===== src/assert_macros.svh =====
// assertion macros shared by the access filter rtl
// no dependencies; included by files that carry concurrent checks
`ifndef ASSERT_MACROS_SVH
`define ASSERT_MACROS_SVH

// condition must hold on every clock outside reset
`define ASSERT_ALWAYS(label, clk, rst, cond, msg) \
  label: assert property (@(posedge clk) disable iff (rst) (cond)) else $error(msg);

// antecedent in one cycle implies consequent in the next
`define ASSERT_NEXT(label, clk, rst, ante, cons, msg) \
  label: assert property (@(posedge clk) disable iff (rst) (ante) |=> (cons)) else $error(msg);

`endif


===== src/rif_pkg.sv =====
// shared types, codes and constants for the radio id access filter
// no dependencies; imported by every module of the block
package rif_pkg;

  localparam int DEF_LIST_DEPTH = 64;
  localparam int NUM_LISTS      = 5;
  localparam int ID_W           = 24;
  localparam int OWN_W          = 30;
  localparam int CFG_IDX_W      = 2;
  localparam int PROD_W         = 2 * OWN_W;
  localparam int PREFIX_W       = 11;

  // commands
  localparam logic [1:0] CMD_CLEAR  = 2'd0;
  localparam logic [1:0] CMD_APPEND = 2'd1;
  localparam logic [1:0] CMD_CHECK  = 2'd2;

  // list selects
  localparam logic [2:0] SEL_BLOCKED  = 3'd0;
  localparam logic [2:0] SEL_ALLOWED  = 3'd1;
  localparam logic [2:0] SEL_PREFIX   = 3'd2;
  localparam logic [2:0] SEL_SLOT_ONE = 3'd3;
  localparam logic [2:0] SEL_SLOT_TWO = 3'd4;

  // configuration register indexes
  localparam logic [CFG_IDX_W-1:0] CFG_SELF_ONLY = 2'd0;
  localparam logic [CFG_IDX_W-1:0] CFG_OWN_ID    = 2'd1;

  // own id digit limits
  localparam logic [OWN_W-1:0] OWN_NINE_DIGITS  = 30'd99999999;
  localparam logic [OWN_W-1:0] OWN_EIGHT_DIGITS = 30'd9999999;

  // reciprocals for division by constants, exact over the operand ranges
  localparam logic [OWN_W-1:0] RECIP_100   = 30'd687194768;
  localparam int               SHIFT_100   = 36;
  localparam logic [OWN_W-1:0] RECIP_10    = 30'd858993460;
  localparam int               SHIFT_10    = 33;
  localparam logic [OWN_W-1:0] RECIP_10000 = 30'd13743896;
  localparam int               SHIFT_10000 = 37;

  localparam logic [PREFIX_W-1:0] PREFIX_MAX = 11'd999;

  typedef enum logic [2:0] {
    ST_IDLE,
    ST_APPLY,
    ST_MUL_OWN,
    ST_MUL_SRC,
    ST_QUOT,
    ST_SCAN,
    ST_DRAIN,
    ST_FINISH
  } state_t;

  typedef struct packed {
    logic capture;
    logic apply;
    logic mul_own;
    logic mul_src;
    logic quot;
    logic scan_en;
    logic load_out;
  } dp_cmd_t;

  typedef struct packed {
    logic is_check;
    logic scan_last;
  } dp_status_t;

endpackage


===== src/rif_ctrl.sv =====
// sequencing state machine of the access filter
// uses rif_pkg for state and command types; drives the datapath
module rif_ctrl import rif_pkg::*; (
  input  logic       clk,
  input  logic       rst,
  input  logic       in_valid,
  output logic       in_ready,
  output logic       out_valid,
  input  logic       out_ready,
  output dp_cmd_t    cmd,
  input  dp_status_t status
);

  state_t state, state_next;
  logic   out_free;

  assign out_free = !out_valid || out_ready;

  always_ff @(posedge clk) begin
    if (rst) begin
      state <= ST_IDLE;
    end else begin
      state <= state_next;
    end
  end

  always_comb begin
    state_next = state;
    case (state)
      ST_IDLE:    if (in_valid) state_next = ST_APPLY;
      ST_APPLY:   state_next = status.is_check ? ST_MUL_OWN : ST_FINISH;
      ST_MUL_OWN: state_next = ST_MUL_SRC;
      ST_MUL_SRC: state_next = ST_QUOT;
      ST_QUOT:    state_next = ST_SCAN;
      ST_SCAN:    if (status.scan_last) state_next = ST_DRAIN;
      ST_DRAIN:   state_next = ST_FINISH;
      ST_FINISH:  if (out_free) state_next = ST_IDLE;
      default:    state_next = ST_IDLE;
    endcase
  end

  always_comb begin
    cmd      = '0;
    in_ready = 1'b0;
    case (state)
      ST_IDLE: begin
        in_ready    = 1'b1;
        cmd.capture = in_valid;
      end
      ST_APPLY:   cmd.apply   = 1'b1;
      ST_MUL_OWN: cmd.mul_own = 1'b1;
      ST_MUL_SRC: cmd.mul_src = 1'b1;
      ST_QUOT:    cmd.quot    = 1'b1;
      ST_SCAN:    cmd.scan_en = 1'b1;
      ST_FINISH:  cmd.load_out = out_free;
      default:    cmd = '0;
    endcase
  end

  always_ff @(posedge clk) begin
    if (rst) begin
      out_valid <= 1'b0;
    end else if (cmd.load_out) begin
      out_valid <= 1'b1;
    end else if (out_ready) begin
      out_valid <= 1'b0;
    end
  end

endmodule


===== config.mk =====
export PLATFORM = sky130hd
export DESIGN_NAME = rif_ctrl
export DESIGN_NICKNAME = d
export VERILOG_FILES = /design/src/assert_macros.svh /design/src/rif_pkg.sv /design/src/rif_ctrl.sv
export SDC_FILE = /design/constraint.sdc
export NUM_CORES = 1
export LEC_CHECK = 0
export ABC_AREA = 1
export BUFFER_PORTS_ARGS = -buffer_cell sky130_fd_sc_hd__buf_4
export CORE_AREA = 2 2 39 41
export CTS_BUF_LIST = sky130_fd_sc_hd__clkbuf_4
export CTS_CLUSTER_DIAMETER = 120
export CTS_CLUSTER_SIZE = 30
export DETAILED_ROUTE_END_ITERATION = 8
export DIE_AREA = 0 0 41 43
export PLACE_DENSITY = 0.48
export SYNTH_ARGS = -nofsm -noshare
export SYNTH_HDL_FRONTEND = slang
export SYNTH_SLANG_ARGS = --single-unit

===== constraint.sdc =====
create_clock -name clk -period 2.3 [get_ports clk]
set_input_delay 0.23 -clock clk [delete_from_list [all_inputs] [get_ports clk]]
set_output_delay 0.23 -clock clk [all_outputs]
set_load 0.05 [all_outputs]

==> impl_summary.log, run 1 <==
INFO  metric ys_ff_latch = 4
INFO  metric synth-seq-area-share = 26.2%
INFO  metric switchingPower = 276 uW
INFO  metric final_core_utilization = 31.9%
INFO  metric grtUsageTotal = 9.03%
INFO  metric cts_hold_buffers = 0
INFO  metric pwr-share-comb = 60.1%
INFO  metric min_path_cells = 3
INFO  metric overflow = 0
INFO  metric final_cell_area = 442 um2
INFO  metric initial_antenna_violation_count = 0
INFO  metric internal_dissipation = 239 uW
INFO  metric fraction_of_final_layout_cells_sized_beyond_drive_strength_1 = 39.1%
INFO  metric timing_limited_maximum_frequency = 665 MHz
INFO  metric r2r.worst_path.cells = 7
INFO  metric hold_start = rst
INFO  metric timing_hold_violations_final = 0
INFO  metric muxShareOfSynthArea = 0%
INFO  metric yosys-top-cells-area = sky130_fd_sc_hd__dfxtp_1 26%, sky130_fd_sc_hd__nor2_1 14%, sky130_fd_sc_hd__nand2_1 9.8%, sky130_fd_sc_hd__inv_1 8.6%, sky130_fd_sc_hd__nor2_4 7.4%
INFO  metric grt_first_pass_wirelength = 993 um
INFO  metric die_width = 41 um
INFO  metric crit-reg2reg-capture = state[2]
INFO  metric clock_tree.htree_level_count = 1
INFO  metric netlist.area_leader.share = 26.2%
INFO  metric fill_cells = 156
INFO  metric initial_core_util = 22.1%
INFO  metric regToRegSetupSlack = 1.18 ns
INFO  metric flip_flop_and_latch_area = 80.1 um2
INFO  metric synthesis.area = 305 um2
INFO  metric fp.dieArea = 0.00176 mm2
INFO  metric tightest_slew = 0.303 ns
INFO  metric post_cts_gate_resize_count = 0
INFO  metric post_dp_cell_area = 419 um2
INFO  metric min_path_type = in2reg
INFO  metric drt_drc_violations_left = 0
INFO  metric rsz0062_at_grt = no
INFO  metric routed_wirelength = 627 um
INFO  metric drtIter0Drc = 1
INFO  metric static-leakage-power = 0.259 nW
INFO  metric worstPathMaxFanout = 8
INFO  metric finalSetupViolations = 0
INFO  metric worst_ep_required_time = 2.07 ns
INFO  metric layout.nets = 72
INFO  metric 1st_pass_router_iterations = 3
INFO  metric synthesis.nets = 54
INFO  metric syn_avg_cell_area = 6.36 um2
INFO  metric peakVddDrop = 0.000204 V
INFO  metric insertion_delay = 0.24 ns
INFO  metric synth-xor-area-share = 0%
INFO  metric mostFrequentLayoutCell = sky130_fd_sc_hd__buf_4
INFO  metric run_status = finished, final reports clean
INFO  metric synthDominantAreaCellType = sky130_fd_sc_hd__dfxtp_1
INFO  metric maxSlewHeadroom = 79.8%
INFO  metric critPathCaptureType = output pin
INFO  metric vias_per_cell = 4.09
INFO  metric area_fraction_in_and_or_nand_and_nor_cells_after_synthesis = 53.7%
INFO  metric vias = 327
INFO  metric sequentialPowerShare = 22.7%
INFO  metric critPathKind = reg2out
INFO  metric io-pin-count = 15
INFO  metric totalPowerFinal = 515 uW
INFO  metric yosys_warnings = 0
INFO  metric timing.critical_path.from_type = register
INFO  metric footprint_of_the_multi_input_gates = 176 um2
INFO  metric antenna_cell_count = 0
INFO  metric final_period_util = 65.3%
INFO  metric whs_endpoint = out_valid
INFO  metric synth_compound_gate_area_share = 4.10%
INFO  metric routed_wire_length_per_instance = 7.84 um
INFO  metric placement_rows = 14
INFO  metric route.antenna.remaining_nets = 0
INFO  metric tns = 0 ns
INFO  metric commonest_cells_after_routing_fill_and_taps_aside = 14 x sky130_fd_sc_hd__buf_4, 11 x sky130_fd_sc_hd__nor2_1, 8 x sky130_fd_sc_hd__nand2_1, 7 x sky130_fd_sc_hd__inv_1, 4 x sky130_fd_sc_hd__dfxtp_1
INFO  metric netSwitchingFraction = 53.6%
INFO  metric r2r-start = state[0]
INFO  metric cp-startpoint = state[0]
INFO  metric clock-root-buffer = sky130_fd_sc_hd__clkbuf_4
INFO  metric final-max-slew-violation-count = 0
INFO  metric library_cells_used_by_synthesis = 17
INFO  metric coreArea = 0.00138 mm2
INFO  metric tritoncts_num_sinks = 4
INFO  metric area_added_between_synthesis_and_finish = 44.7%
INFO  metric cp_data_arrival_time = 1.27 ns
INFO  metric largest_net_degree_at_the_start_of_global_routing = 9
INFO  metric finalWorstPathRequiredPeriod = 1.50 ns
INFO  metric synth-adder-area-share = 0%
INFO  metric fin_skew = 0.00305 ns
INFO  metric die_y = 43 um
INFO  metric cts_setup_buffers = 0
INFO  metric port-buffer-count = 14
INFO  metric combinational_family_with_the_most_area_after_synthesis = simple AND/OR/NAND/NOR gates
INFO  metric ctsLongestPathBuffers = 2
INFO  metric tritoncts.num_buffers = 3
INFO  metric post_synth_inst_count = 48
INFO  metric powerDensity = 1170 mW/mm2
INFO  metric dp.final_hpwl = 538 um
INFO  metric first_global_vias = 290
INFO  metric power.share.clock = 17.2%
INFO  metric tritoncts_clock_tree = yes
INFO  metric clock_pin_slew_of_the_registers_on_the_worst_case_setup_and_hold_paths = 0.04 ns
INFO  metric place.gp.congestion = 0.636
INFO  metric drv.max_cap_violation_count = 0
-- cell families after synthesis --
group                  count (synthesis)
flip-flops                             4
AO/OA/AOI/OAI                          2
buffers and inverters                 11
AND/OR/NAND/NOR                       31
-- state kept, by name, summed over array words and instances (netlist names) --
| name | cells |
|---|---|
| out_valid | 1 |
| state | 3 |
-- worst max-delay path, stage by stage (launching register included) --
cell	delay (ns)
sky130_fd_sc_hd__dfxtp_1	0.49
sky130_fd_sc_hd__nand2_4	0.11
sky130_fd_sc_hd__nor2_4	0.11
sky130_fd_sc_hd__inv_1	0.06
sky130_fd_sc_hd__nor2_1	0.08
sky130_fd_sc_hd__buf_4	0.20
-- cell type report --
cell class | count | area share [%]
inverters | 10 | 8.50
flip-flops and latches | 4 | 18.1
well taps | 16 | 4.53
repair buffers | 14 | 23.8
clock buffers | 3 | 5.10
multi-input cells | 33 | 39.9
-- power by group through the flow --
| stage | sequential (mW) | clock (mW) | combinational (mW) |
|---|---|---|---|
| after CTS | 0.116 | 0.0914 | 0.313 |
| after floorplan | 0.108 | 0 | 0.250 |
| after global placement | 0.118 | 0 | 0.314 |
| final | 0.117 | 0.0884 | 0.310 |
| after detailed placement | 0.118 | 0 | 0.313 |
| after global routing | 0.122 | 0.0928 | 0.337 |
-- Yosys cell counts --
cell,count
sky130_fd_sc_hd__o21ai_0,1
sky130_fd_sc_hd__nand2_1,8
sky130_fd_sc_hd__or2_1,1
sky130_fd_sc_hd__nor2_1,11
sky130_fd_sc_hd__nand3_1,2
sky130_fd_sc_hd__inv_2,2
sky130_fd_sc_hd__buf_6,1
sky130_fd_sc_hd__clkinv_1,1
sky130_fd_sc_hd__nor3_1,2
sky130_fd_sc_hd__nand2_4,1
sky130_fd_sc_hd__nand3_2,2
sky130_fd_sc_hd__o21a_1,1
sky130_fd_sc_hd__inv_1,7
sky130_fd_sc_hd__nor2_2,1
sky130_fd_sc_hd__nor2_4,2
sky130_fd_sc_hd__dfxtp_1,4
sky130_fd_sc_hd__nand4_1,1
-- layer usage --
layer	GRT usage, %	vias up	share of wire (%)
li1	-	177	-
met1	8.01	135	40
met2	13.8	12	49
met3	3.14	3	7.8
met4	10.0	0	3.5
met5	0	-	0
-- metrics by stage --
stage | setup slack (ns) | hold slack [ns] | instances
finish | 0.797 | 0.260 | 80
global route | 0.700 | 0.278 | 80
floorplan | 0.527 | 0.405 | 48
CTS | 0.785 | 0.262 | 80
detailed placement | 1.04 | 0.506 | 77
global placement | 1.06 | 0.520 | 77
-- worst max-delay path by stage --
| stage | end |
|---|---|
| 6_report | cmd[0] |
| 3_5_place_dp | cmd[0] |
| 4_1_cts | cmd[0] |
| 3_3_place_gp | cmd[0] |
| 5_1_grt | cmd[0] |
| 2_1_floorplan | cmd[4] |
No activity file was read; power rests on OpenSTA's default activity.
==> run 2: changes to the inputs <==
- clock period: 2.3 -> 1.4 ns (I/O delays scaled with it)
==> impl_summary.log, run 2 (synthesized netlist as in run 1, its figures left out) <==
INFO  metric cp_data_arrival_time = 1.15 ns (was 1.27 ns)
INFO  metric fraction_of_final_layout_cells_sized_beyond_drive_strength_1 = 46.9% (was 39.1%)
INFO  metric biggestRegsByFlops = state (3), out_valid (1) (unchanged)
INFO  metric fin_skew = 0.00210 ns (was 0.00305 ns)
INFO  metric layout.nets = 72 (unchanged)
INFO  metric vias_per_cell = 3.99 (was 4.09)
INFO  metric static-leakage-power = 0.259 nW (about the same)
INFO  metric placement_rows = 14 (unchanged)
INFO  metric run_status = finished, final reports clean (unchanged)
INFO  metric cts_hold_buffers = 0 (unchanged)
INFO  metric clock-root-buffer = sky130_fd_sc_hd__clkbuf_4 (unchanged)
INFO  metric worstPathMaxFanout = 8 (unchanged)
INFO  metric largest_net_degree_at_the_start_of_global_routing = 9 (unchanged)
INFO  metric tritoncts.num_buffers = 3 (unchanged)
INFO  metric overflow = 0 (unchanged)
INFO  metric cts_setup_buffers = 0 (unchanged)
INFO  metric drt_drc_violations_left = 0 (unchanged)
INFO  metric final-max-slew-violation-count = 0 (unchanged)
INFO  metric peakVddDrop = 0.000391 V (was 0.000204 V)
INFO  metric worst_ep_required_time = 1.26 ns (was 2.07 ns)
INFO  metric critPathKind = reg2out (unchanged)
INFO  metric fp.dieArea = 0.00176 mm2 (unchanged)
INFO  metric tightest_slew = 0.164 ns (was 0.303 ns)
INFO  metric powerDensity = 1890 mW/mm2 (was 1170 mW/mm2)
INFO  metric finalSetupViolations = 0 (unchanged)
INFO  metric drv.max_cap_violation_count = 0 (unchanged)
INFO  metric final_period_util = 92.1%
INFO  metric grt_first_pass_wirelength = 993 um (unchanged)
INFO  metric final_cell_area = 450 um2 (was 442 um2)
INFO  metric die_width = 41 um (unchanged)
INFO  metric drtIter0Drc = 6 (was 1)
INFO  metric largest_register_ff_count = 3 (unchanged)
INFO  metric timing.critical_path.from_type = register (unchanged)
INFO  metric insertion_delay = 0.23 ns (was 0.24 ns)
INFO  metric routed_wire_length_per_instance = 7.94 um (was 7.84 um)
INFO  metric rsz0062_at_grt = no (unchanged)
INFO  metric top_register = state (unchanged)
INFO  metric antenna_cell_count = 0 (unchanged)
INFO  metric clock_tree.htree_level_count = 1 (unchanged)
INFO  metric tritoncts_clock_tree = yes (unchanged)
INFO  metric clock_pin_slew_of_the_registers_on_the_worst_case_setup_and_hold_paths = 0.04 ns (about the same)
INFO  metric critPathCaptureType = output pin (unchanged)
INFO  metric io-pin-count = 15 (unchanged)
INFO  metric grtUsageTotal = 9.13% (was 9.03%)
INFO  metric routed_wirelength = 635 um (was 627 um)
INFO  metric totalPowerFinal = 852 uW (was 515 uW)
INFO  metric min_path_type = in2reg (unchanged)
INFO  metric port-buffer-count = 14 (unchanged)
INFO  metric route.antenna.remaining_nets = 0 (unchanged)
INFO  metric commonest_cells_after_routing_fill_and_taps_aside = 14 x sky130_fd_sc_hd__buf_4, 9 x sky130_fd_sc_hd__nor2_1, 8 x sky130_fd_sc_hd__nand2_1, 7 x sky130_fd_sc_hd__inv_1 (was 14 x sky130_fd_sc_hd__buf_4, 11 x sky130_fd_sc_hd__nor2_1, 8 x sky130_fd_sc_hd__nand2_1, 7 x sky130_fd_sc_hd__inv_1, 4 x sky130_fd_sc_hd__dfxtp_1)
INFO  metric finalWorstPathRequiredPeriod = 1.29 ns
INFO  metric initial_antenna_violation_count = 0 (unchanged)
INFO  metric post_dp_cell_area = 424 um2 (was 419 um2)
INFO  metric vias = 319 (was 327)
INFO  metric coreArea = 0.00138 mm2 (unchanged)
INFO  metric dp.final_hpwl = 547 um (was 538 um)
INFO  metric initial_core_util = 22.1% (unchanged)
INFO  metric tritoncts_num_sinks = 4 (unchanged)
INFO  metric place.gp.congestion = 0.635 (was 0.636)
INFO  metric die_y = 43 um (unchanged)
INFO  metric mostFrequentLayoutCell = sky130_fd_sc_hd__buf_4 (unchanged)
INFO  metric maxSlewHeadroom = 89.0% (was 79.8%)
INFO  metric timing_limited_maximum_frequency = 775 MHz
INFO  metric area_added_between_synthesis_and_finish = 47.5% (was 44.7%)
INFO  metric first_global_vias = 264 (was 290)
INFO  metric ctsLongestPathBuffers = 2 (unchanged)
INFO  metric timing_hold_violations_final = 0 (unchanged)
INFO  metric 1st_pass_router_iterations = 2 (was 3)
run 2: cell types whose count changed in the layout (fill, tap and decap cells not counted):
cell,change
sky130_fd_sc_hd__dfxtp_1,-3
sky130_fd_sc_hd__dfxtp_2,+3
sky130_fd_sc_hd__nor2_1,-2
sky130_fd_sc_hd__nor2_2,+2
run 2: metrics by stage:
step,setup slack (ns),instances,hold slack (ns),utilization [%],TNS [ns]
after detailed placement,0.235,77,0.420,30.7,0
after floorplan,-0.283,48,0.315,-,-0.561
final,0.110,80,0.179,32.5,0
after CTS,0.0271,80,0.174,32.4,0
after global routing,0.0308,80,0.191,32.5,0
after global placement,0.256,77,0.428,30.7,0
run 2: routing by layer:
metal | vias up | part of all wire [%] | global-route usage, %
met1 | 131 | 40 | 8.97
met3 | 2 | 10 | 4.71
li1 | 176 | - | -
met2 | 10 | 48 | 12.2
met4 | 0 | 1.4 | 10.0
met5 | - | 0 | 0
run 2: cell type report:
| type | instances | area (um2) |
|---|---|---|
| sequential | 4 | 83.8 |
| multi-input combinational | 33 | 181 |
| inverter | 10 | 37.5 |
| tap | 16 | 20.0 |
| timing repair buffer | 14 | 105 |
| clock buffer | 3 | 22.5 |
| fill | 158 | 933 |
run 2: critical path: stages (launching register included):
cell and delay, ns:
sky130_fd_sc_hd__dfxtp_2 0.41, sky130_fd_sc_hd__nand2_4 0.09, sky130_fd_sc_hd__nor2_4 0.10, sky130_fd_sc_hd__inv_1 0.06, sky130_fd_sc_hd__nor2_2 0.07, sky130_fd_sc_hd__buf_4 0.19
run 2: power by group:
group | switching, mW | leakage (nW) | internal (mW)
logic | 0.357 | 0.211 | 0.156
registers | 0.0507 | 0.0338 | 0.148
clock network | 0.0444 | 0.0138 | 0.0957
run 2: path summary, 6_finish.rpt:
kind	cells past startpoint	end	startpoint	slack [ns]
max	5	cmd[0]	state[0]	0.11
min	3	out_valid	rst	0.18
max reg2reg	7	state[2]	state[0]	0.38
min reg2reg	3	state[0]	state[0]	0.60
run 2: what timing repair did:
action	in CTS	in global routing
endpoints found under the setup margin	1	1
gates cloned	0	0
pin swaps	0	0
gates resized for setup	1	2
